### config.mk
export PLATFORM = sky130hd
export DESIGN_NAME = wlfo_front_flat
export DESIGN_NICKNAME = d
export VERILOG_FILES = /design/src/rtl/wavetable_lfo_interp_core_defines.svh /design/src/rtl/wlfo_pkg.sv /design/src/rtl/wlfo_if.sv /design/src/rtl/wlfo_front.sv /design/src/flat_wrapper.sv
export SDC_FILE = /design/constraint.sdc
export NUM_CORES = 1
export LEC_CHECK = 0
export ABC_AREA = 1
export BUFFER_PORTS_ARGS = -buffer_cell sky130_fd_sc_hd__buf_2
export CORE_MARGIN = 3
export CORE_UTILIZATION = 30
export CTS_CLUSTER_SIZE = 14
export DETAILED_ROUTE_END_ITERATION = 10
export PLACE_DENSITY = 0.58
export SETUP_SLACK_MARGIN = 0.3
export SLEW_MARGIN = 20
export SYNTH_ARGS = -nofsm -noshare
export SYNTH_HDL_FRONTEND = slang
export SYNTH_SLANG_ARGS = --single-unit
### constraint.sdc
create_clock -name clk_i -period 2.21 [get_ports clk_i]
set_input_delay 0.1105 -clock clk_i [delete_from_list [all_inputs] [get_ports clk_i]]
set_output_delay 0.1105 -clock clk_i [all_outputs]
set_load 0.01 [all_outputs]
### src/rtl/wavetable_lfo_interp_core_defines.svh
// assertion macros for the wavetable lfo core
`ifndef WAVETABLE_LFO_INTERP_CORE_DEFINES_SVH
`define WAVETABLE_LFO_INTERP_CORE_DEFINES_SVH

`ifndef NO_ASSERTIONS
`define WLFO_ASSERT_NOW(lbl, prop, msg) \
  lbl: assert property (@(posedge clk_i) disable iff (!rst_ni) (prop)) else $error(msg);
`define WLFO_ASSERT_NEXT(lbl, ante, cons, msg) \
  lbl: assert property (@(posedge clk_i) disable iff (!rst_ni) (ante) |=> (cons)) else $error(msg);
`else
`define WLFO_ASSERT_NOW(lbl, prop, msg)
`define WLFO_ASSERT_NEXT(lbl, ante, cons, msg)
`endif

`endif

### src/rtl/wlfo_pkg.sv
// shared types and constants of the wavetable lfo core
package wlfo_pkg;

  localparam int TableSize  = 512;
  localparam int AddrW      = $clog2(TableSize);
  localparam int FracW      = 16;
  localparam int HeadW      = AddrW + FracW;
  localparam int SampleW    = 16;
  localparam int IncW       = 25;
  localparam int GainW      = 16;
  localparam int GainFracW  = 12;
  localparam int OutW       = 20;
  localparam int OutShift   = FracW + GainFracW + SampleW - 16;
  localparam int ProdW      = SampleW + FracW + 2;
  localparam int ScaledW    = ProdW + GainW + 1;
  localparam int ShiftedW   = ScaledW - OutShift;
  localparam int CmdW       = HeadW;
  localparam int QueueDepth = 2;
  localparam int QPtrW      = $clog2(QueueDepth);
  localparam int QCountW    = $clog2(QueueDepth + 1);
  localparam int PaddrW     = 3;
  localparam int PdataW     = 32;

  localparam logic [GainW-1:0] GainReset = GainW'(4096);

  localparam logic RegIdxIncrement = 1'b0;
  localparam logic RegIdxGain      = 1'b1;

  typedef enum logic [1:0] {
    ACT_TICK        = 2'd0,
    ACT_WRITE       = 2'd1,
    ACT_PHASE_RESET = 2'd2,
    ACT_SET_OFFSET  = 2'd3
  } action_e;

  typedef enum logic {
    CMD_WRITE = 1'b0,
    CMD_TICK  = 1'b1
  } cmd_kind_e;

  typedef struct packed {
    cmd_kind_e         kind;
    logic [CmdW-1:0]   payload;
  } cmd_t;

  typedef struct packed {
    logic full;
    logic empty;
  } queue_status_t;

  typedef enum logic [2:0] {
    ST_IDLE,
    ST_READ_B,
    ST_MIX,
    ST_SCALE,
    ST_OUT
  } back_state_e;

endpackage

### src/rtl/wlfo_if.sv
// valid/ready channel interfaces for input items and result items
interface wlfo_in_if import wlfo_pkg::*; ();
  logic                valid;
  logic                ready;
  action_e             action;
  logic [AddrW-1:0]    table_address;
  logic signed [15:0]  table_data;
  logic [AddrW-1:0]    phase_value;

  modport source (output valid, action, table_address, table_data, phase_value, input ready);
  modport sink (input valid, action, table_address, table_data, phase_value, output ready);
endinterface


### src/rtl/wlfo_front.sv
// front end: takes input beats, keeps play head and phase offset, queues commands
module wlfo_front import wlfo_pkg::*; (
  input  logic            clk_i,
  input  logic            rst_ni,
  wlfo_in_if.sink         in_i,
  input  logic [IncW-1:0] inc_i,
  input  logic            q_full_i,
  output logic            push_o,
  output cmd_t            cmd_o
);

  logic [HeadW-1:0] head_q, head_d;
  logic [AddrW-1:0] offset_q, offset_d;
  logic             accept;

  assign in_i.ready = !q_full_i;
  assign accept     = in_i.valid && !q_full_i;

  always_comb begin
    head_d        = head_q;
    offset_d      = offset_q;
    push_o        = 1'b0;
    cmd_o.kind    = CMD_WRITE;
    cmd_o.payload = {in_i.table_address, in_i.table_data};
    if (accept) begin
      unique case (in_i.action)
        ACT_TICK: begin
          head_d        = head_q + inc_i;
          push_o        = 1'b1;
          cmd_o.kind    = CMD_TICK;
          cmd_o.payload = head_d;
        end
        ACT_WRITE: begin
          push_o = 1'b1;
        end
        ACT_PHASE_RESET: begin
          head_d = {offset_q, {FracW{1'b0}}};
        end
        ACT_SET_OFFSET: begin
          head_d   = head_q + {in_i.phase_value, {FracW{1'b0}}}
                     - {offset_q, {FracW{1'b0}}};
          offset_d = in_i.phase_value;
        end
        default: begin
          head_d = head_q;
        end
      endcase
    end
  end

  always_ff @(posedge clk_i or negedge rst_ni) begin
    if (!rst_ni) begin
      head_q   <= '0;
      offset_q <= '0;
    end else begin
      head_q   <= head_d;
      offset_q <= offset_d;
    end
  end

endmodule

### src/flat_wrapper.sv
// flat-port wrapper written by rule: the top's interface ports become plain ports
module wlfo_front_flat import wlfo_pkg::*;
  (clk_i, rst_ni, inc_i, q_full_i, push_o, cmd_o, in_i_valid, in_i_action, in_i_table_address, in_i_table_data, in_i_phase_value, in_i_ready);
  wlfo_in_if in_i_i ();
  input  logic clk_i;
  input  logic rst_ni;
  input  logic [IncW-1:0] inc_i;
  input  logic q_full_i;
  output logic push_o;
  output cmd_t cmd_o;
  input wire logic [$bits(in_i_i.valid)-1:0] in_i_valid;
  input wire logic [$bits(in_i_i.action)-1:0] in_i_action;
  input wire logic [$bits(in_i_i.table_address)-1:0] in_i_table_address;
  input wire logic [$bits(in_i_i.table_data)-1:0] in_i_table_data;
  input wire logic [$bits(in_i_i.phase_value)-1:0] in_i_phase_value;
  output wire logic [$bits(in_i_i.ready)-1:0] in_i_ready;
  assign in_i_i.valid = in_i_valid;
  assign in_i_i.action = in_i_action;
  assign in_i_i.table_address = in_i_table_address;
  assign in_i_i.table_data = in_i_table_data;
  assign in_i_i.phase_value = in_i_phase_value;
  assign in_i_ready = in_i_i.ready;
  wlfo_front u_core (.clk_i(clk_i), .rst_ni(rst_ni), .in_i(in_i_i), .inc_i(inc_i), .q_full_i(q_full_i), .push_o(push_o), .cmd_o(cmd_o));
endmodule
== After elaboration in Yosys (flattened, before gate mapping) ==
Index checks and enable logic that the tools add are counted.
Operators by class
  $add $sub $neg: 3
  equal/unequal tests: 3
  multiplexer cells: 5
  reductions and logical operators: 7
Operators with widths (count)
  $pmux W25 S3: 1
  $mux W26: 2
  $add A25 B25 Y25: 2
  $sub A25 B25 Y25: 1
  $eq A2 B2 Y1 const B: 2
  $reduce_and A2 Y1: 2
  $reduce_bool A3 Y1: 1
  $eq A2 B1 Y1 const B: 1
  $logic_not A2 Y1: 1
  $mux W1: 2
  $reduce_or A2 Y1: 1
  $logic_and A1 B1 Y1: 1
  $logic_not A1 Y1: 1
Storage, ports and cells
  flip-flop bits (word level): 34
  input port bits: 65
  output and inout bits: 28
  logic and storage cells: 20

== Longest topological paths before layout ==
Gate-level depths: netlist of the first run.
  depth in word-level cells: 4
  gate-level depth with buffers: 15
  gate-level depth less buffers: 15

== Worst setup path before layout of the first run ==
No wires, ideal clock.
  kind: reg-to-reg
  from: reg u_core.offset_q[2]
  to: reg u_core.head_q[20]
  setup time: 0.113 ns
  arrival time: 2.039 ns
  data required time: 2.097 ns
  setup slack: 0.058 ns
  stages on the path, launching flop included: 14
  buffers on the path: 0
  period minus slack after synthesis: 2.152 ns
  path through: dfrtp_1 fa_1 inv_1 ha_1 nand2_1 nor2_1 and2_1 nand3b_1 nand3_1 nand2_1 nand3_1 nand3_1 nand2_1 inv_1
Between the ends
  cells in the longest elaborated chain, start to end: 2
RTL lines
  start: declaration: RTL line wlfo_front.sv:13  | logic [AddrW-1:0] offset_q, offset_d;
  start signal: assignment: RTL line wlfo_front.sv:57  | offset_q <= offset_d;
  $sub A25 B25 Y25: RTL line wlfo_front.sv:41  | - {offset_q, {FracW{1'b0}}};
  $pmux W25 S3: RTL line wlfo_front.sv:26  | unique case (in_i.action)
  end signal: assignment: RTL line wlfo_front.sv:53  | head_q <= '0;
  end signal: assignment: RTL line wlfo_front.sv:56  | head_q <= head_d;
  end: declaration: RTL line wlfo_front.sv:12  | logic [HeadW-1:0] head_q, head_d;
No other way between the ends.
A chain may end at the register's enable or synchronous reset.

==> impl_metrics.tcl, run 1 <==
set metrics [dict create \
    startpoint_type "flip-flop" \
    drc_errors 0 \
    dieArea_um2 20800 \
    r2r_slack_ns -0.15 \
    cp_cell_sequence "ha_2 > fa_2 > nand2_2 > nand2_2 > and2_4 > buf_4 > buf_4 > buf_6 > xnor2_2 > buf_4 > o21ai_2 > buf_2" \
    worstMarginPinSlew_ns 0.840 \
    fin_area_um2 9280 \
    place_area_um2 7020 \
    insertion_delay_ns 0.29 \
    p_clk_frac 0.047 \
    synthSimpleGateAreaFrac 0.437 \
    drt_iter0_drc 335 \
    pre_cts_ws_ns -0.118 \
    dp_cells 1416 \
    wirelength_mm 22.0 \
    nFillCells 1757 \
    hold_end "u_core.offset_q[8]" \
    synth_mux_area_frac 0.00371 \
    cpPeakStageDelay_ns 0.38 \
    grt_pass1_wl_mm 33.3 \
    die_h_um 144 \
    internal-power_uw 7150 \
    synthesis.area_um2 5730 \
    crit_arrival_ns 2.36 \
    fin_ws_ns -0.260 \
    power_uw 15200 \
    r2r_start "u_core.head_q[16]" \
    synth_top_family_by_area "simple AND/OR/NAND/NOR gates" \
    grt_pass1_vias 6782 \
    cts-buffers-inserted 5 \
    multi_input_area_um2 5580 \
    hpwlAfterDp_mm 16.7 \
    drive_gt1_frac 0.447 \
    synth_nets 1170 \
    clk_pin_slew_ns 0.06 \
    htreeDepth 2 \
    max_freq_ghz 0.405 \
    avgSynthCellArea_um2 5.47 \
    overflow 0 \
    min-delay-start "in_i_phase_value[8]" \
    cp_slowest_cell "dfrtp_1" \
    io_pins 93 \
    r2r_cells 14 \
    antenna_found_initial 0 \
    power_density_nw_per_um2 1630 \
    synth_fa_ha_area_frac 0.134 \
    wl_per_cell_um 14.8 \
    ys_warn_count 0 \
    drv_cap 0 \
    synth_async_sr_flop_share 1.00 \
    path_delay_family "buffers and inverters" \
    vias 7073 \
    hold_violations 0 \
    fin_crit_ns 2.47 \
    grt_max_degree 35 \
    worst_setup_path_end_kind "output pin" \
    die_w_um 144 \
    synthFlopType "dfrtp_1" \
    power_leakage_uw 0.00500 \
    cts-root-buf "clkbuf_16" \
    clk_path_buf_depth 2 \
    cp.required_ns 2.10 \
    p_sw_uw 8020 \
    r2r-end "u_core.head_q[20]" \
    violations "negative setup slack" \
    num-nets-final 1376 \
    synthXorXnorAreaFrac 0.0255 \
    syn_inst 1049 \
    core_um2 18400 \
    first_pass_iters 5 \
    hold_depth 2 \
    cts_sinks 34 \
    antenna_left 0 \
    power_frac_comb 0.877 \
    setup_tns_ns -2.78 \
    post-route-period-util 1.12 \
    maxSlewHeadroom 0.440 \
    fin_skew_ns 0.00633 \
    pwr-share-seq 0.076 \
    synth_compound_area_frac 0.0812 \
    cpMostUsedCell "buf_4" \
    row_count 49 \
    critPathMaxFanout 3 \
    drv_slew 0 \
    cts_tree "done" \
    finalSetupViolCount 26 \
    yosysUniqueCellTypes 35 \
    gp_congestion 0.919 \
    synth_edf_count 0 \
    critPathBufInv 5 \
    initial_core_util 0.312 \
    run_status "finished, violations left" \
    synth-seq-cells 34 \
    n_antenna_cell 0 \
    vias_per_cell 4.76 \
    hp-class "in -> reg" \
    instances_no_fill 1485 \
    synth-seq-area-share 0.148 \
    peakVddDrop_mv 0.561 \
    grt_usage 0.203 \
    area_growth_pct 61.9 \
    switching_share 0.529 \
    rsz0062_at_grt "yes" \
    final_common_cell "nand2_1" \
    seq_area_um2 865 \
    critical_path_class "reg -> out" \
    most-common-layout-cells "nand2_1 (296), inv_1 (201), buf_4 (93)" \
    io_buffers 92 \
]
==> state kept, by name (all words and copies together) (netlist names) <==
signal,count
u_core.offset_q,9
u_core.head_q,25
==> worst max path at each step <==
| stage | from | end | slack, ns | depth (start not counted) |
|---|---|---|---|---|
| floorplan | u_core.head_q[18] | u_core.head_q[21] | 0.14 | 15 |
| detailed placement | u_core.head_q[16] | u_core.head_q[20] | -0.12 | 14 |
| global placement | u_core.head_q[19] | u_core.head_q[20] | -0.07 | 14 |
| global route | u_core.head_q[6] | cmd_o[20] | -0.38 | 14 |
| finish | u_core.head_q[0] | cmd_o[4] | -0.26 | 12 |
| CTS | u_core.head_q[0] | cmd_o[20] | -0.20 | 12 |
==> area by class of cell <==
type,count,area share
timing repair buffer,212,0.160
clock buffer,7,0.0154
clock inverter,1,0.000539
sequential,34,0.0931
inverter,241,0.0991
multi-input combinational,761,0.601
tap,229,0.0309
==> power groups by stage <==
stage	Sequential [µW]	Combinational, µW	Clock, µW
after floorplan	1030	6040	0
after global placement	1100	8430	0
after detailed placement	1110	8460	0
final	1150	13300	718
after CTS	1140	11200	734
after global routing	1180	14500	761
==> per-layer routing <==
| layer | track usage | share of wire | vias up |
|---|---|---|---|
| met3 | 0.00761 | 0.039 | 37 |
| met4 | 0.0687 | 0.031 | 0 |
| li1 | - | - | 3594 |
| met5 | 0 | 0 | - |
| met2 | 0.361 | 0.50 | 173 |
| met1 | 0.264 | 0.43 | 3269 |
==> through the flow <==
step / hold slack [ns] / util
after floorplan: -0.185 / -
after global placement: 0.235 / 0.382
after detailed placement: 0.238 / 0.382
after CTS: 0.0811 / 0.466
after global routing: 0.0865 / 0.505
final: 0.0853 / 0.505
==> repair_timing <==
| item | CTS | global route |
|---|---|---|
| resized for setup | 248 | 149 |
| buffers inserted | 37 | 23 |
| endpoints found under the setup margin | 43 | 44 |
| endpoints found under the hold margin | 34 | 0 |
| pin swaps | 103 | 94 |
| hold buffers | 1 | 0 |
==> synthesized netlist by cell type, types with 2 or more instances <==
cell	count	area share
nand3_2	2	0.0035
and2_1	3	0.0033
nand2_1	402	0.26
nand3_1	72	0.063
dfrtp_1	34	0.15
a31oi_1	8	0.0087
clkbuf_1	4	0.0026
o22ai_1	2	0.0022
nor3_1	4	0.0035
buf_2	8	0.0070
fa_1	9	0.031
nand2_2	11	0.012
xnor2_1	6	0.0092
or2_2	5	0.0055
xor2_2	2	0.0057
xor2_1	7	0.011
a21oi_1	40	0.035
inv_1	239	0.16
nor2_4	3	0.0059
ha_1	47	0.10
inv_2	2	0.0013
nand4_1	12	0.013
nor2_1	74	0.048
o21ai_1	5	0.0044
o21ai_0	26	0.023
nor2_2	3	0.0033
o21a_1	3	0.0039
nand3b_1	9	0.012
==> logic make-up (layout without fill, tap and decap cells) <==
logic type | count (synthesis) | count (layout)
AOI/OAI and AO/OA | 87 | 87
xor gates and xnor gates | 15 | 15
adders and majority gates | 56 | 56
buffers and inverters | 254 | 461
DFF | 34 | 34
muxes | 2 | 2
and+or+nand+nor | 601 | 601
(Power assumes the default switching activity.)
==> inputs of run 2 (changes only) <==
--- a/config.mk
+++ b/config.mk
@@ -11,7 +11,7 @@
 export CORE_UTILIZATION = 30
 export CTS_CLUSTER_SIZE = 14
 export DETAILED_ROUTE_END_ITERATION = 10
-export PLACE_DENSITY = 0.58
+export PLACE_DENSITY_LB_ADDON = 0.15
 export SETUP_SLACK_MARGIN = 0.3
 export SLEW_MARGIN = 20
 export SYNTH_ARGS = -nofsm -noshare
==> run 2 against run 1 <==
  * The flow still finishes with violations (negative setup slack)
  * Sequential power hardly changed
  * Final cell count is 1.8% higher
  * First-iteration DRC count is 8.7% lower
  * Clock skew is 0.0030 ns higher
  * Total power is 5.1% higher
==> impl_metrics.tcl, run 2 (same netlist as run 1, synthesis figures left out) <==
set metrics [dict create \
    hp-class "in -> reg" \
    cts-buffers-inserted 5 \
    drv_slew 0 \
    largest_reg_flops 25 \
    seq_area_um2 870 \
    grt_usage 0.212 \
    hpwlAfterDp_mm 17.6 \
    cp.depth 12 \
    nFillCells 1817 \
    cp_cell_sequence "ha_2 > fa_2 > nand2_2 > nand2_4 > and2_4 > nand3b_1 > nand3_1 > nand2_1 > nand3_2 > o21a_1 > inv_1 > buf_2" \
    largest_register "u_core.head_q" \
    n_antenna_cell 0 \
    drv_cap 0 \
    maxSlewHeadroom 0.436 \
    grt_pass1_vias 6760 \
    crit_arrival_ns 2.32 \
    die_w_um 144 \
    r2r_start "u_core.head_q[19]" \
    min-delay-start "in_i_phase_value[8]" \
    vias_per_cell 4.67 \
    drt_iter0_drc 306 \
    area_growth_pct 70.7 \
    wirelength_mm 23.1 \
    power_density_nw_per_um2 1630 \
    clk_pin_slew_ns 0.06 \
    worstMarginPinSlew_ns 0.847 \
    finalSetupViolCount 29 \
    violations "negative setup slack" \
    cts-root-buf "clkbuf_16" \
    instances_no_fill 1511 \
    dp_cells 1425 \
    vias 7051 \
    pre_cts_ws_ns -0.106 \
    io_pins 93 \
    wl_per_cell_um 15.3 \
    antenna_left 0 \
    max_freq_ghz 0.412 \
    cp-startpoint "u_core.head_q[0]" \
    fin_skew_ns 0.00932 \
    r2r_cells 15 \
    run_status "finished, violations left" \
    power_uw 15900 \
    clk_path_buf_depth 2 \
    worst_setup_path_end_kind "output pin" \
    overflow 0 \
    multi_input_area_um2 5850 \
    cp.required_ns 2.10 \
    r2r_slack_ns -0.13 \
    critPathMaxFanout 3 \
    reg_top3 "u_core.head_q: 25 flops, u_core.offset_q: 9 flops" \
    final_common_cell "nand2_1" \
    insertion_delay_ns 0.29 \
    most-common-layout-cells "nand2_1 (261), inv_1 (189), buf_4 (114)" \
    htreeDepth 2 \
    grt_pass1_wl_mm 34.4 \
    drive_gt1_frac 0.499 \
    fin_crit_ns 2.43 \
    core_um2 18400 \
    cp_slowest_cell "dfrtp_1" \
    num-nets-final 1402 \
    hold_violations 0 \
    post-route-period-util 1.10 \
    first_pass_iters 5 \
    critPathBufInv 2 \
    cts_tree "done" \
    initial_core_util 0.312 \
    drc_errors 0 \
    fin_ws_ns -0.216 \
    critical_path_class "reg -> out" \
    path_delay_family "simple AND/OR/NAND/NOR gates" \
    cpPeakStageDelay_ns 0.38 \
    cts_sinks 34 \
    io_buffers 92 \
    r2r-end "u_core.head_q[20]" \
    power_leakage_uw 0.00518 \
    grt_max_degree 35 \
    row_count 49 \
    peakVddDrop_mv 0.480 \
    gp_congestion 0.956 \
    die_h_um 144 \
    critPathCapture "cmd_o[20]" \
    startpoint_type "flip-flop" \
    antenna_found_initial 0 \
    rsz0062_at_grt "yes" \
    dieArea_um2 20800 \
]
run 2: worst min-delay path by stage:
stage / end / slack (ns) / cells past startpoint
floorplan: u_core.head_q[0] / -0.19 / 0
CTS: u_core.offset_q[8] / 0.09 / 2
finish: u_core.offset_q[8] / 0.09 / 2
detailed placement: u_core.head_q[3] / 0.28 / 1
global placement: u_core.head_q[3] / 0.25 / 1
global route: u_core.offset_q[8] / 0.08 / 2
run 2: per-layer routing:
layer,up-vias,share of wire,GRT usage,wire length (µm)
li1,3647,-,-,-
met1,3255,0.45,0.274,10300
met2,119,0.50,0.383,11700
met3,30,0.028,0.0112,636
met4,0,0.023,0.0584,526
met5,-,0,0,0
run 2: metrics by stage:
| step | setup TNS [ns] | utilization | cell area (µm²) | hold WS (ns) |
|---|---|---|---|---|
| after floorplan | 0 | - | 5900 | -0.185 |
| after global placement | -0.205 | 0.386 | 7090 | 0.247 |
| after detailed placement | -0.374 | 0.386 | 7090 | 0.281 |
| after CTS | -2.01 | 0.479 | 8810 | 0.0903 |
| after global routing | -5.88 | 0.532 | 9780 | 0.0823 |
| final | -2.66 | 0.532 | 9780 | 0.0911 |
run 2: timing repair:
action,in CTS,in global routing
hold buffers,1,0
pin swaps,91,123
setup endpoints to repair,43,44
gates resized for setup,282,202
hold endpoints to repair,34,0
setup buffers,41,36
run 2: final cells by class:
cell class | count | share of cell area
Timing Repair Buffer | 238 | 0.174
Clock buffer | 7 | 0.0146
Sequential cell | 34 | 0.0889
Clock inverter | 1 | 0.000512
Tap cell | 229 | 0.0293
Multi-Input combinational cell | 761 | 0.598
Inverter | 241 | 0.0948
run 2: power breakdown:
part / internal, µW / leakage [µW] / switching (µW)
Combinational: 6230 / 0.00472 / 7780
Sequential: 873 / 0.000389 / 310
Clock: 448 / 0.0000739 / 296
