`src/rtl/wavetable_lfo_interp_core_defines.svh`:
```
// assertion macros for the wavetable lfo core
`ifndef WAVETABLE_LFO_INTERP_CORE_DEFINES_SVH
`define WAVETABLE_LFO_INTERP_CORE_DEFINES_SVH

`ifndef NO_ASSERTIONS
`define WLFO_ASSERT_NOW(lbl, prop, msg) \
  lbl: assert property (@(posedge clk_i) disable iff (!rst_ni) (prop)) else $error(msg);
`define WLFO_ASSERT_NEXT(lbl, ante, cons, msg) \
  lbl: assert property (@(posedge clk_i) disable iff (!rst_ni) (ante) |=> (cons)) else $error(msg);
`else
`define WLFO_ASSERT_NOW(lbl, prop, msg)
`define WLFO_ASSERT_NEXT(lbl, ante, cons, msg)
`endif

`endif

```
`src/rtl/wlfo_pkg.sv`:
```
// shared types and constants of the wavetable lfo core
package wlfo_pkg;

  localparam int TableSize  = 512;
  localparam int AddrW      = $clog2(TableSize);
  localparam int FracW      = 16;
  localparam int HeadW      = AddrW + FracW;
  localparam int SampleW    = 16;
  localparam int IncW       = 25;
  localparam int GainW      = 16;
  localparam int GainFracW  = 12;
  localparam int OutW       = 20;
  localparam int OutShift   = FracW + GainFracW + SampleW - 16;
  localparam int ProdW      = SampleW + FracW + 2;
  localparam int ScaledW    = ProdW + GainW + 1;
  localparam int ShiftedW   = ScaledW - OutShift;
  localparam int CmdW       = HeadW;
  localparam int QueueDepth = 2;
  localparam int QPtrW      = $clog2(QueueDepth);
  localparam int QCountW    = $clog2(QueueDepth + 1);
  localparam int PaddrW     = 3;
  localparam int PdataW     = 32;

  localparam logic [GainW-1:0] GainReset = GainW'(4096);

  localparam logic RegIdxIncrement = 1'b0;
  localparam logic RegIdxGain      = 1'b1;

  typedef enum logic [1:0] {
    ACT_TICK        = 2'd0,
    ACT_WRITE       = 2'd1,
    ACT_PHASE_RESET = 2'd2,
    ACT_SET_OFFSET  = 2'd3
  } action_e;

  typedef enum logic {
    CMD_WRITE = 1'b0,
    CMD_TICK  = 1'b1
  } cmd_kind_e;

  typedef struct packed {
    cmd_kind_e         kind;
    logic [CmdW-1:0]   payload;
  } cmd_t;

  typedef struct packed {
    logic full;
    logic empty;
  } queue_status_t;

  typedef enum logic [2:0] {
    ST_IDLE,
    ST_READ_B,
    ST_MIX,
    ST_SCALE,
    ST_OUT
  } back_state_e;

endpackage

```
`src/rtl/wlfo_queue.sv`:
```
// short command queue between front and back
module wlfo_queue import wlfo_pkg::*; (
  input  logic          clk_i,
  input  logic          rst_ni,
  input  logic          push_i,
  input  cmd_t          cmd_i,
  input  logic          pop_i,
  output cmd_t          cmd_o,
  output queue_status_t status_o
);

  cmd_t               slot_q [QueueDepth];
  logic [QPtrW-1:0]   wptr_q, rptr_q;
  logic [QCountW-1:0] count_q;

  assign status_o.full  = (count_q == QCountW'(QueueDepth));
  assign status_o.empty = (count_q == '0);
  assign cmd_o          = slot_q[rptr_q];

  always_ff @(posedge clk_i) begin
    if (push_i) begin
      slot_q[wptr_q] <= cmd_i;
    end
  end

  always_ff @(posedge clk_i or negedge rst_ni) begin
    if (!rst_ni) begin
      wptr_q  <= '0;
      rptr_q  <= '0;
      count_q <= '0;
    end else begin
      if (push_i) begin
        wptr_q <= wptr_q + 1'b1;
      end
      if (pop_i) begin
        rptr_q <= rptr_q + 1'b1;
      end
      if (push_i && !pop_i) begin
        count_q <= count_q + 1'b1;
      end else if (pop_i && !push_i) begin
        count_q <= count_q - 1'b1;
      end
    end
  end

endmodule

```
`config.mk`:
```
export PLATFORM = sky130hd
export DESIGN_NAME = wlfo_queue
export DESIGN_NICKNAME = d
export VERILOG_FILES = /design/src/rtl/wavetable_lfo_interp_core_defines.svh /design/src/rtl/wlfo_pkg.sv /design/src/rtl/wlfo_queue.sv
export SDC_FILE = /design/constraint.sdc
export NUM_CORES = 1
export LEC_CHECK = 0
export BUFFER_PORTS_ARGS = -buffer_cell sky130_fd_sc_hd__buf_2
export CAP_MARGIN = 5
export CORE_MARGIN = 1.5
export CORE_UTILIZATION = 40
export DETAILED_ROUTE_END_ITERATION = 6
export PLACE_DENSITY_LB_ADDON = 0.2
export SETUP_SLACK_MARGIN = 0.3
export SYNTH_ARGS = -nofsm -noshare
export SYNTH_HDL_FRONTEND = slang
export SYNTH_SLANG_ARGS = --single-unit
```
`constraint.sdc`:
```
create_clock -name clk_i -period 2.2 [get_ports clk_i]
set_input_delay 0.11 -clock clk_i [delete_from_list [all_inputs] [get_ports clk_i]]
set_output_delay 0.11 -clock clk_i [all_outputs]
set_load 0.02 [all_outputs]
```
**Word level (Yosys, flattened, before mapping)**

Memory sizes are Yosys's and may differ from the RTL's.
Cells that the tools add are included.

- RAM bits: 52
- Register bits: 4
- Logic and storage cells: 19
- Bits of input ports: 30
- Memories kept: 1
- Output and inout bits: 28

- Equal/unequal tests: 1
- Multiplexer cells: 4
- Reduce and logical (&&, ||, !) cells: 6
- Add/sub/neg operators: 4

Memories:

| name | words | width | read ports | clocked after memory_dff | wr ports | RTL line | text |
|---|---|---|---|---|---|---|---|
| slot_q | 2 | 26 | 1 | 0 | 1 | wlfo_queue.sv:12 | `cmd_t slot_q [QueueDepth];` |

Operators by type and width:

| cell | number |
|---|---|
| $mux W2 | 2 |
| $add A1 B1 Y1 const B | 2 |
| $add A2 B1 Y2 const B | 1 |
| $eq A2 B2 Y1 const B | 1 |
| $logic_and A1 B1 Y1 | 2 |
| $logic_not A1 Y1 | 2 |
| $logic_not A2 Y1 | 1 |
| $mux W1 | 2 |
| $reduce_bool A2 Y1 | 1 |
| $sub A2 B1 Y2 const B | 1 |

**Logic depth before layout (Yosys ltp)**

Gate-level depths: netlist (run 1).

- Word-level depth: 4
- Gate-level depth with buffers: 5
- Depth with buffers taken out: 5

**Worst setup path before layout (run 1)**

Ideal clock, no wire load.

- Path kind: register -> register
- Start: reg wptr_q
- End: mem slot_q[0][0] (netlist name), enable pin
- Arrival time: 1578 ps
- Slack: 210 ps
- Buffers on the path: 0
- Data required time: 1788 ps
- Period minus slack after synthesis: 1990 ps
- Cell stages (with the launch flop): 2
- Setup time: 412 ps
- Cell sequence: dfrtp_1 nor2b_1

RTL lines:

| what | RTL line | text |
|---|---|---|
| start: declaration | wlfo_queue.sv:13 | `logic [QPtrW-1:0] wptr_q, rptr_q;` |
| start signal: assignment | wlfo_queue.sv:33 | `wptr_q <= wptr_q + 1'b1;` |
| end: declaration | wlfo_queue.sv:12 |  |

No word-level cell before the write port.

==> metrics.yaml, run 1 <==
yosys:
  async_flop_share_pct: 7.14
  synth_common_cells: "edfxtp_1, mux2_4, mux2_2, dfrtp_1, xor2_1"
  yosysTopAreaCell: "edfxtp_1"
  synth_nets: 128
  synth_warnings: 0
  synth_top_area_share_pct: 72.2
  synth_cells: 97
  synth-seq-area-share_pct: 76.8
  ys_types: 13
  synthesis.area_per_instance_sq_um: 22.3
  synth_most_common_cell: "edfxtp_1"
  synth.area.top_cells: "edfxtp_1, mux2_4, dfrtp_1, mux2_2, buf_12"
  syn_area_sq_mm: 0.00216
  synth_seq_cells: 56
  synth-edff-count: 52
  ys.flop_type: "edfxtp_1"
floorplanning:
  die_h_microns: 76.5
  initial_utilization_pct: 41.8
  die_w_microns: 76.5
  core-area_sq_mm: 0.00517
  row_count: 26
  dieArea_sq_mm: 0.00586
  num_io_pins: 58
clocking:
  cts_made_buffers: 5
  tritoncts: "yes"
  post_cts_buffers: 0
  cts_hold_buf: 27
  clock-sinks: 56
  clk_pin_slew_worst_paths_ns: 0.09
  cts_buffer_depth: 2
  clk_latency_ns: 0.30
  post_cts_resized: 0
  root_buffer: "clkbuf_8"
  h-tree-depth: 2
cells_and_area:
  fin_cells: 259
  syn_to_final_growth_pct: 34.0
  layout-drive-gt1-share_pct: 49.2
  final_core_util_pct: 56.0
  nFillCells: 410
  num-nets-final: 219
  final_area_sq_mm: 0.00290
  antenna_cells: 0
setup_path:
  critPathCaptureType: "output port"
  worstSetupPathType: "reg -> out"
  crit_path_start_kind: "flop"
  path_cells: "buf_12 -> mux2_2 -> buf_2"
  crit_required_ns: 2.09
  cp_top_family: "flip-flops"
  crit_path_max_incr_delay_ns: 0.56
  cp.buffers_inverters: 2
  crit_slowest_cell: "dfrtp_1"
  worstPathMaxFanout: 22
  crit_arrival_ns: 1.62
sta:
  relSlewSlack_pct: 76.4
  finClkSkew_ns: 0.00392
  hold_violations: 0
  fin_setup_tns_ns: 0
  drv_slew: 0
  setup_viol: 0
  max_freq_mhz: 577
  period_minus_slack_ns: 1.73
  finalCritPeriodShare_pct: 78.8
  rsz0062_at_grt: "no"
  tightestPinTransition_ns: 0.355
detailed_routing:
  route.detailed.drc: 0
  dr.pass1.iters: 3
  avgRoutedWirePerCell_microns: 12.9
  route.detailed.vias_per_inst: 4.37
  ant_nets: 0
  vias: 1132
  drt_iter0_markers: 75
  wl_mm: 3.34
placed_design:
  io_buffers: 57
  post_dp_cell_area_sq_mm: 0.00252
  dp_hpwl_mm: 2.17
  place_inst: 224
  gp_congestion: 0.622
job:
  maxCapViolCount: 0
global_routing:
  antenna_found_initial: 0
  grt_max_degree: 23
  track_usage_pct: 12.1
  grt_pass1_vias: 1180
  grt_overflow: 0
  grt_pass1_wl_mm: 5.29
pwr:
  vdd_drop_max_uv: 740
  fin_total_pwr_w: 0.00339
  power_density_mw_per_mm2: 1170
  leakage_nw: 1.18
worst_hold_path:
  hold_path.class: "in -> reg"
run_status:
  status: "finished clean"
-- worst reg2reg max path, delay by kind of cell (launching register included) --
kind	cells	cell delay, ns
buf+inv	1	0.36
flops	1	0.39
simple gates	1	0.27
-- metrics by stage --
stage          worst slack, ns  hold WS, ns
3_5_place_dp             0.771      -0.0794
6_report                 0.466       0.0127
2_1_floorplan            0.695       -0.186
5_1_grt                  0.370       0.0104
4_1_cts                  0.427      0.00259
3_3_place_gp             0.807      -0.0795
-- report_power, final --
group          total, W  switching [W]  leakage, nW  internal [W]
combinational   0.00124       0.000656        0.587      0.000584
clock          0.000629       0.000297       0.0532      0.000332
sequential      0.00152      0.0000972        0.535       0.00142
total           0.00339        0.00105         1.18       0.00234
-- worst paths after layout --
path | to | depth (start not counted) | from | slack, ns
min in group asynchronous | wptr_q$_DFFE_PN0P_ | 2 | rst_ni | 0.14
min | rptr_q$_DFFE_PN0P_ | 2 | pop_i | 0.01
min reg2reg | wptr_q$_DFFE_PN0P_ | 1 | wptr_q$_DFFE_PN0P_ | 0.51
max in group asynchronous | count_q[1]$_DFFE_PN0P_ | 2 | rst_ni | 1.95
max | cmd_o[12] | 3 | rptr_q$_DFFE_PN0P_ | 0.47
max reg2reg | slot_q[1][23]$_DFFE_PP_ | 2 | wptr_q$_DFFE_PN0P_ | 0.85
-- routing by layer --
metal	up-vias	wire, microns	GRT usage [%]
met5	-	0	0
met4	0	53	5.00
met3	7	178	4.31
met2	38	1700	20.9
met1	536	1410	13.5
li1	551	-	-
-- cells in the final DEF, fill, tap and decap left out --
master	instances
and2_1	1
inv_1	1
buf_2	57
mux2_2	7
xor2_1	4
buf_12	1
nor2_1	2
buf_4	2
clkinv_1	2
clkbuf_8	5
edfxtp_1	52
nor2b_1	1
bufinv_16	1
xnor2_1	1
ha_1	1
dlygate4sd3_1	27
mux2_4	19
nor2b_2	1
dfrtp_1	4
-- cell families (layout without fill, tap and decap cells) --
| logic type | count (synthesis) | count (layout) | share of synthesized area (%) |
|---|---|---|---|
| xor+xnor | 5 | 5 | 2.02 |
| buf+inv | 4 | 96 | 2.54 |
| simple gates | 5 | 5 | 1.21 |
| flops | 56 | 56 | 76.8 |
| fa+ha+maj | 1 | 1 | 0.578 |
| mux | 26 | 26 | 16.8 |
-- registers in the layout (all words and copies together) (netlist names) --
| register | cells |
|---|---|
| slot_q | 52 |
| count_q | 2 |
| rptr_q | 1 |
| wptr_q | 1 |
-- cell type report --
class / instances / area (sq um) / share of cell area [%]
Multi-Input combinational cell: 37 / 449 / 15.5
Clock inverter: 3 / 37.5 / 1.29
Sequential cell: 56 / 1660 / 57.3
Timing Repair Buffer: 87 / 591 / 20.4
Tap cell: 70 / 87.6 / 3.02
Clock buffer: 5 / 68.8 / 2.37
Inverter: 1 / 3.75 / 0.129
Note: power is estimated with default switching activity, not from simulation.
==> run 2: changes to the inputs <==
- clock period: 2.2 -> 1.7 ns (I/O delays scaled with it)
==> metrics.yaml, run 2 (synthesized netlist as in run 1, its figures left out) <==
run_status:
  status: "finished clean"  # unchanged
setup_path:
  cp.buffers_inverters: 2  # unchanged
  cp_top_family: "flip-flops"  # unchanged
  worstPathMaxFanout: 10  # was 22
  worstReg2RegStart: "wptr_q$_DFFE_PN0P_"  # unchanged
  worstSetupPathType: "reg -> out"  # unchanged
  crit_path_start_kind: "flop"  # unchanged
  r2r_cells: 2  # unchanged
  crit_slowest_cell: "dfrtp_2"  # was dfrtp_1
  crit_path_max_incr_delay_ns: 0.46  # was 0.56 ns
  crit_required_ns: 1.62  # was 2.09 ns
  crit_arrival_ns: 1.42  # was 1.62 ns
  path_depth: 3  # unchanged
  path_cells: "clkbuf_16 -> mux2_4 -> buf_2"  # was buf_12 -> mux2_2 -> buf_2
  critPathCaptureType: "output port"  # unchanged
  crit_start: "rptr_q$_DFFE_PN0P_"  # unchanged
  r2r_end: "slot_q[1][15]$_DFFE_PP_"  # was slot_q[1][23]$_DFFE_PP_
  r2r_setup_slack_ns: 0.59  # was 0.85 ns
floorplanning:
  core-area_sq_mm: 0.00517  # unchanged
  dieArea_sq_mm: 0.00586  # unchanged
  die_h_microns: 76.5  # unchanged
  initial_utilization_pct: 41.8  # unchanged
  num_io_pins: 58  # unchanged
  row_count: 26  # unchanged
  die_w_microns: 76.5  # unchanged
detailed_routing:
  route.detailed.vias_per_inst: 4.39  # was 4.37
  dr.pass1.iters: 4  # was 3
  ant_nets: 0  # unchanged
  route.detailed.drc: 0  # unchanged
  drt_iter0_markers: 20  # was 75
  wl_mm: 3.53  # was 3.34 mm
  avgRoutedWirePerCell_microns: 13.4  # was 12.9 microns
  vias: 1155  # was 1,132
pwr:
  power.switching_w: 0.00143  # was 0.00105 W
  pwr-share-clk_pct: 16.2  # was 18.6%
  power_density_mw_per_mm2: 1500  # was 1170 mW/mm^2
  p_int_w: 0.00301  # was 0.00234 W
  leakage_nw: 1.21  # was 1.18 nW
  p_seq_share_pct: 44.1  # was 44.8%
  swShare_pct: 32.3  # was 31.0%
  share_comb_of_total_power_pct: 39.7  # was 36.6%
  vdd_drop_max_uv: 716  # was 740 uV
sta:
  setup_viol: 0  # unchanged
  fin_setup_tns_ns: 0  # unchanged
  drv_slew: 0  # unchanged
  finClkSkew_ns: 0.00491  # was 0.00392 ns
  finalCritPeriodShare_pct: 88.8
  relSlewSlack_pct: 88.5  # was 76.4%
  max_freq_mhz: 662
  tightestPinTransition_ns: 0.173  # was 0.355 ns
  period_minus_slack_ns: 1.51
  hold_violations: 0  # unchanged
  rsz0062_at_grt: "yes"  # was no
cells_and_area:
  syn_to_final_growth_pct: 37.5  # was 34.0%
  layout-drive-gt1-share_pct: 51.3  # was 49.2%
  largest_reg_flops: 52  # unchanged
  regMostFlops: "slot_q"  # unchanged
  final_common_cell: "buf_2"  # unchanged
  final_cell_mix: "buf_2, edfxtp_1, dlygate4sd3_1"  # unchanged
  antenna_cells: 0  # unchanged
  fin_cells: 263  # was 259
  top_regs: "slot_q (52), count_q (2)"  # unchanged
  final_core_util_pct: 57.5  # was 56.0%
  num-nets-final: 223  # was 219
clocking:
  tritoncts: "yes"  # unchanged
  h-tree-depth: 2  # unchanged
  root_buffer: "clkbuf_8"  # unchanged
  clk_pin_slew_worst_paths_ns: 0.09  # about the same
  clock-sinks: 56  # unchanged
  cts_buffer_depth: 2  # unchanged
  cts_made_buffers: 5  # unchanged
  clk_latency_ns: 0.31  # was 0.30 ns
  post_cts_buffers: 0  # unchanged
global_routing:
  grt_overflow: 0  # unchanged
  antenna_found_initial: 0  # unchanged
  grt_pass1_wl_mm: 5.56  # was 5.29 mm
  grt_pass1_vias: 1247  # was 1,180
  grt_max_degree: 27  # was 23
  track_usage_pct: 12.5  # was 12.1%
job:
  maxCapViolCount: 0  # unchanged
placed_design:
  place_inst: 225  # was 224
  io_buffers: 57  # unchanged
  gp_congestion: 0.637  # was 0.622
  dp_hpwl_mm: 2.29  # was 2.17 mm
worst_hold_path:
  hold_path.class: "in -> async"  # was in -> reg
run 2: how the worst max path moves through the flow:
stage,slack [ns],to
detailed placement,0.53,cmd_o[12]
floorplan,0.47,slot_q[0][0]$_DFFE_PP_
global placement,0.55,cmd_o[5]
global route,0.14,cmd_o[3]
CTS,0.17,cmd_o[12]
finish,0.19,cmd_o[3]
run 2: layer usage:
metal / part of all wire (%) / routed length, microns / global-route usage (%) / vias to the layer above
met5: 0 / 0 / 0 / -
met4: 1.7 / 59 / 5.37 / 0
met3: 4.7 / 165 / 3.83 / 6
met2: 50 / 1770 / 22.5 / 37
met1: 44 / 1540 / 13.6 / 551
li1: - / - / - / 561
run 2: area by class of cell:
| type | instances | area (sq um) |
|---|---|---|
| fill | 399 | 2200 |
| clock buffer | 5 | 68.8 |
| clock inverter | 3 | 22.5 |
| timing repair buffer | 91 | 674 |
| inverter | 1 | 3.75 |
| multi-input combinational | 37 | 455 |
| sequential | 56 | 1660 |
| tap | 70 | 87.6 |
run 2: repair_timing:
item | CTS | global route
endpoints found under the setup margin | 26 | 26
gates cloned | 0 | 1
resized for setup | 0 | 3
hold endpoints to repair | 58 | 0
hold buffers | 29 | 0
run 2: power groups by stage:
| stage | Sequential (W) | Clock (W) | Combinational (W) |
|---|---|---|---|
| finish | 0.00196 | 0.000720 | 0.00177 |
| global route | 0.00199 | 0.000788 | 0.00188 |
| CTS | 0.00195 | 0.000740 | 0.00173 |
| detailed placement | 0.00198 | 0 | 0.00168 |
| global placement | 0.00197 | 0 | 0.00166 |
| floorplan | 0.00194 | 0 | 0.00127 |
run 2: stage by stage:
stage / hold slack [ns] / setup slack [ns] / total power [W] / instance area (sq um)
final: 0.0945 / 0.190 / 0.00445 / 2980
after global routing: 0.0957 / 0.143 / 0.00466 / 2980
after CTS: 0.0885 / 0.175 / 0.00442 / 2940
after detailed placement: -0.101 / 0.530 / 0.00366 / 2560
after global placement: -0.104 / 0.551 / 0.00362 / 2560
after floorplan: -0.211 / 0.467 / 0.00322 / 2170
==> run 3: changes to the inputs <==
- MAX_ROUTING_LAYER: default -> met4
==> metrics.yaml, run 3 (synthesized netlist as in run 1, its figures left out) <==
pwr:
  swShare_pct: 32.3  # about the same
  pwr-share-clk_pct: 16.2  # about the same
  share_comb_of_total_power_pct: 39.7  # about the same
  power_density_mw_per_mm2: 1500  # about the same
  vdd_drop_max_uv: 716  # about the same
  p_seq_share_pct: 44.1  # about the same
  power.switching_w: 0.00144  # was 0.00143 W
  p_int_w: 0.00301  # unchanged
  leakage_nw: 1.21  # unchanged
clocking:
  root_buffer: "clkbuf_8"  # unchanged
  post_cts_buffers: 0  # unchanged
  clock-sinks: 56  # unchanged
  clk_pin_slew_worst_paths_ns: 0.09  # about the same
  h-tree-depth: 2  # unchanged
  clk_latency_ns: 0.31  # about the same
  cts_made_buffers: 5  # unchanged
  cts_buffer_depth: 2  # unchanged
  tritoncts: "yes"  # unchanged
job:
  maxCapViolCount: 0  # unchanged
cells_and_area:
  largest_reg_flops: 52  # unchanged
  final_common_cell: "buf_2"  # unchanged
  layout-drive-gt1-share_pct: 51.3  # unchanged
  num-nets-final: 223  # unchanged
  final_cell_mix: "buf_2, edfxtp_1, dlygate4sd3_1"  # unchanged
  final_core_util_pct: 57.5  # unchanged
  syn_to_final_growth_pct: 37.5  # unchanged
  regMostFlops: "slot_q"  # unchanged
  antenna_cells: 0  # unchanged
  final_area_sq_mm: 0.00298  # unchanged
  top_regs: "slot_q (52), count_q (2)"  # unchanged
sta:
  finClkSkew_ns: 0.00490  # was 0.00491 ns
  drv_slew: 0  # unchanged
  relSlewSlack_pct: 88.5  # unchanged
  fin_setup_tns_ns: 0  # unchanged
  hold_violations: 0  # unchanged
  rsz0062_at_grt: "yes"  # unchanged
  hold-worst-slack_ns: 0.0943  # was 0.0945 ns
  setup_viol: 0  # unchanged
  period_minus_slack_ns: 1.51  # about the same
  tightestPinTransition_ns: 0.173  # about the same
  max_freq_mhz: 662  # about the same
  finalCritPeriodShare_pct: 88.8  # about the same
global_routing:
  grt_max_degree: 27  # unchanged
  antenna_found_initial: 0  # unchanged
  grtUsageMet3_pct: 3.83  # unchanged
  track_usage_pct: 12.9  # was 12.5%
  grt_pass1_vias: 1247  # unchanged
  top_usage_layer: "met2"  # unchanged
  grt_use_met2_pct: 22.5  # unchanged
  use_met1_pct: 13.6  # unchanged
  grt_overflow: 0  # unchanged
  grt_pass1_wl_mm: 5.56  # unchanged
detailed_routing:
  avgRoutedWirePerCell_microns: 13.4  # about the same
  dr.pass1.iters: 4  # unchanged
  ant_nets: 0  # unchanged
  drt_iter0_markers: 20  # unchanged
  vias: 1157  # was 1,155
  route.detailed.vias_per_inst: 4.40  # was 4.39
  wl_mm: 3.54  # was 3.53 mm
  route.detailed.drc: 0  # unchanged
placed_design:
  gp_congestion: 0.642  # was 0.637
  dp_hpwl_mm: 2.29  # unchanged
  post_dp_cell_area_sq_mm: 0.00256  # unchanged
  io_buffers: 57  # unchanged
setup_path:
  crit_path_start_kind: "flop"  # unchanged
  r2r_setup_slack_ns: 0.59  # about the same
  worstSetupPathType: "reg -> out"  # unchanged
  crit_arrival_ns: 1.43  # was 1.42 ns
  crit_required_ns: 1.62  # about the same
  critPathCaptureType: "output port"  # unchanged
  worstPathMaxFanout: 10  # unchanged
worst_hold_path:
  hold_path.class: "in -> async"  # unchanged
floorplanning:
  die_w_microns: 76.5  # unchanged
  initial_utilization_pct: 41.8  # unchanged
  num_io_pins: 58  # unchanged
  die_h_microns: 76.5  # unchanged
  core-area_sq_mm: 0.00517  # unchanged
  dieArea_sq_mm: 0.00586  # unchanged
  row_count: 26  # unchanged
run_status:
  status: "finished clean"  # unchanged
run 3: worst paths after layout:
check | start | endpoint | cells after the start
setup / recovery | rptr_q$_DFFE_PN0P_ | cmd_o[3] | 3
hold / removal | rst_ni | rptr_q$_DFFE_PN0P_ | 2
setup reg to reg | wptr_q$_DFFE_PN0P_ | slot_q[1][15]$_DFFE_PP_ | 2
hold reg to reg | count_q[1]$_DFFE_PN0P_ | count_q[1]$_DFFE_PN0P_ | 1
max in group asynchronous | rst_ni | rptr_q$_DFFE_PN0P_ | 2
min in group clk_i | pop_i | rptr_q$_DFFE_PN0P_ | 3
run 3: metal layers:
metal,part of all wire [%],routed length [microns]
met2,50,1770
met5,0,0
met3,4.7,166
met1,44,1540
met4,1.6,57
run 3: final cells by class:
type | count | area, sq um
timing repair buffer | 91 | 674
clock inverter | 3 | 22.5
fill | 399 | 2200
sequential | 56 | 1660
inverter | 1 | 3.75
multi-input combinational | 37 | 455
clock buffer | 5 | 68.8
tap | 70 | 87.6
run 3: power groups by stage:
stage	Combinational, W	Clock, W	Sequential (W)
2_1_floorplan	0.00127	0	0.00194
3_3_place_gp	0.00166	0	0.00197
3_5_place_dp	0.00168	0	0.00198
4_1_cts	0.00173	0.000740	0.00195
5_1_grt	0.00188	0.000788	0.00199
6_report	0.00177	0.000721	0.00196
run 3: through the flow:
stage                     cells  total power [W]  setup WS (ns)
after floorplan              97          0.00322          0.467
after global placement      225          0.00362          0.551
after detailed placement    225          0.00366          0.530
after CTS                   262          0.00442          0.175
after global routing        263          0.00466          0.143
final                       263          0.00445          0.190
run 3: what timing repair did:
action,CTS,global route
setup endpoints to repair,26,26
hold buffers,29,0
endpoints found under the hold margin,58,0
resized for setup,0,3
cloned,0,1
run 3: worst max-delay path, cell delays in order (launching register included):
cell and delay (ns):
dfrtp_2 0.46, clkbuf_16 0.19, mux2_4 0.30, buf_2 0.16
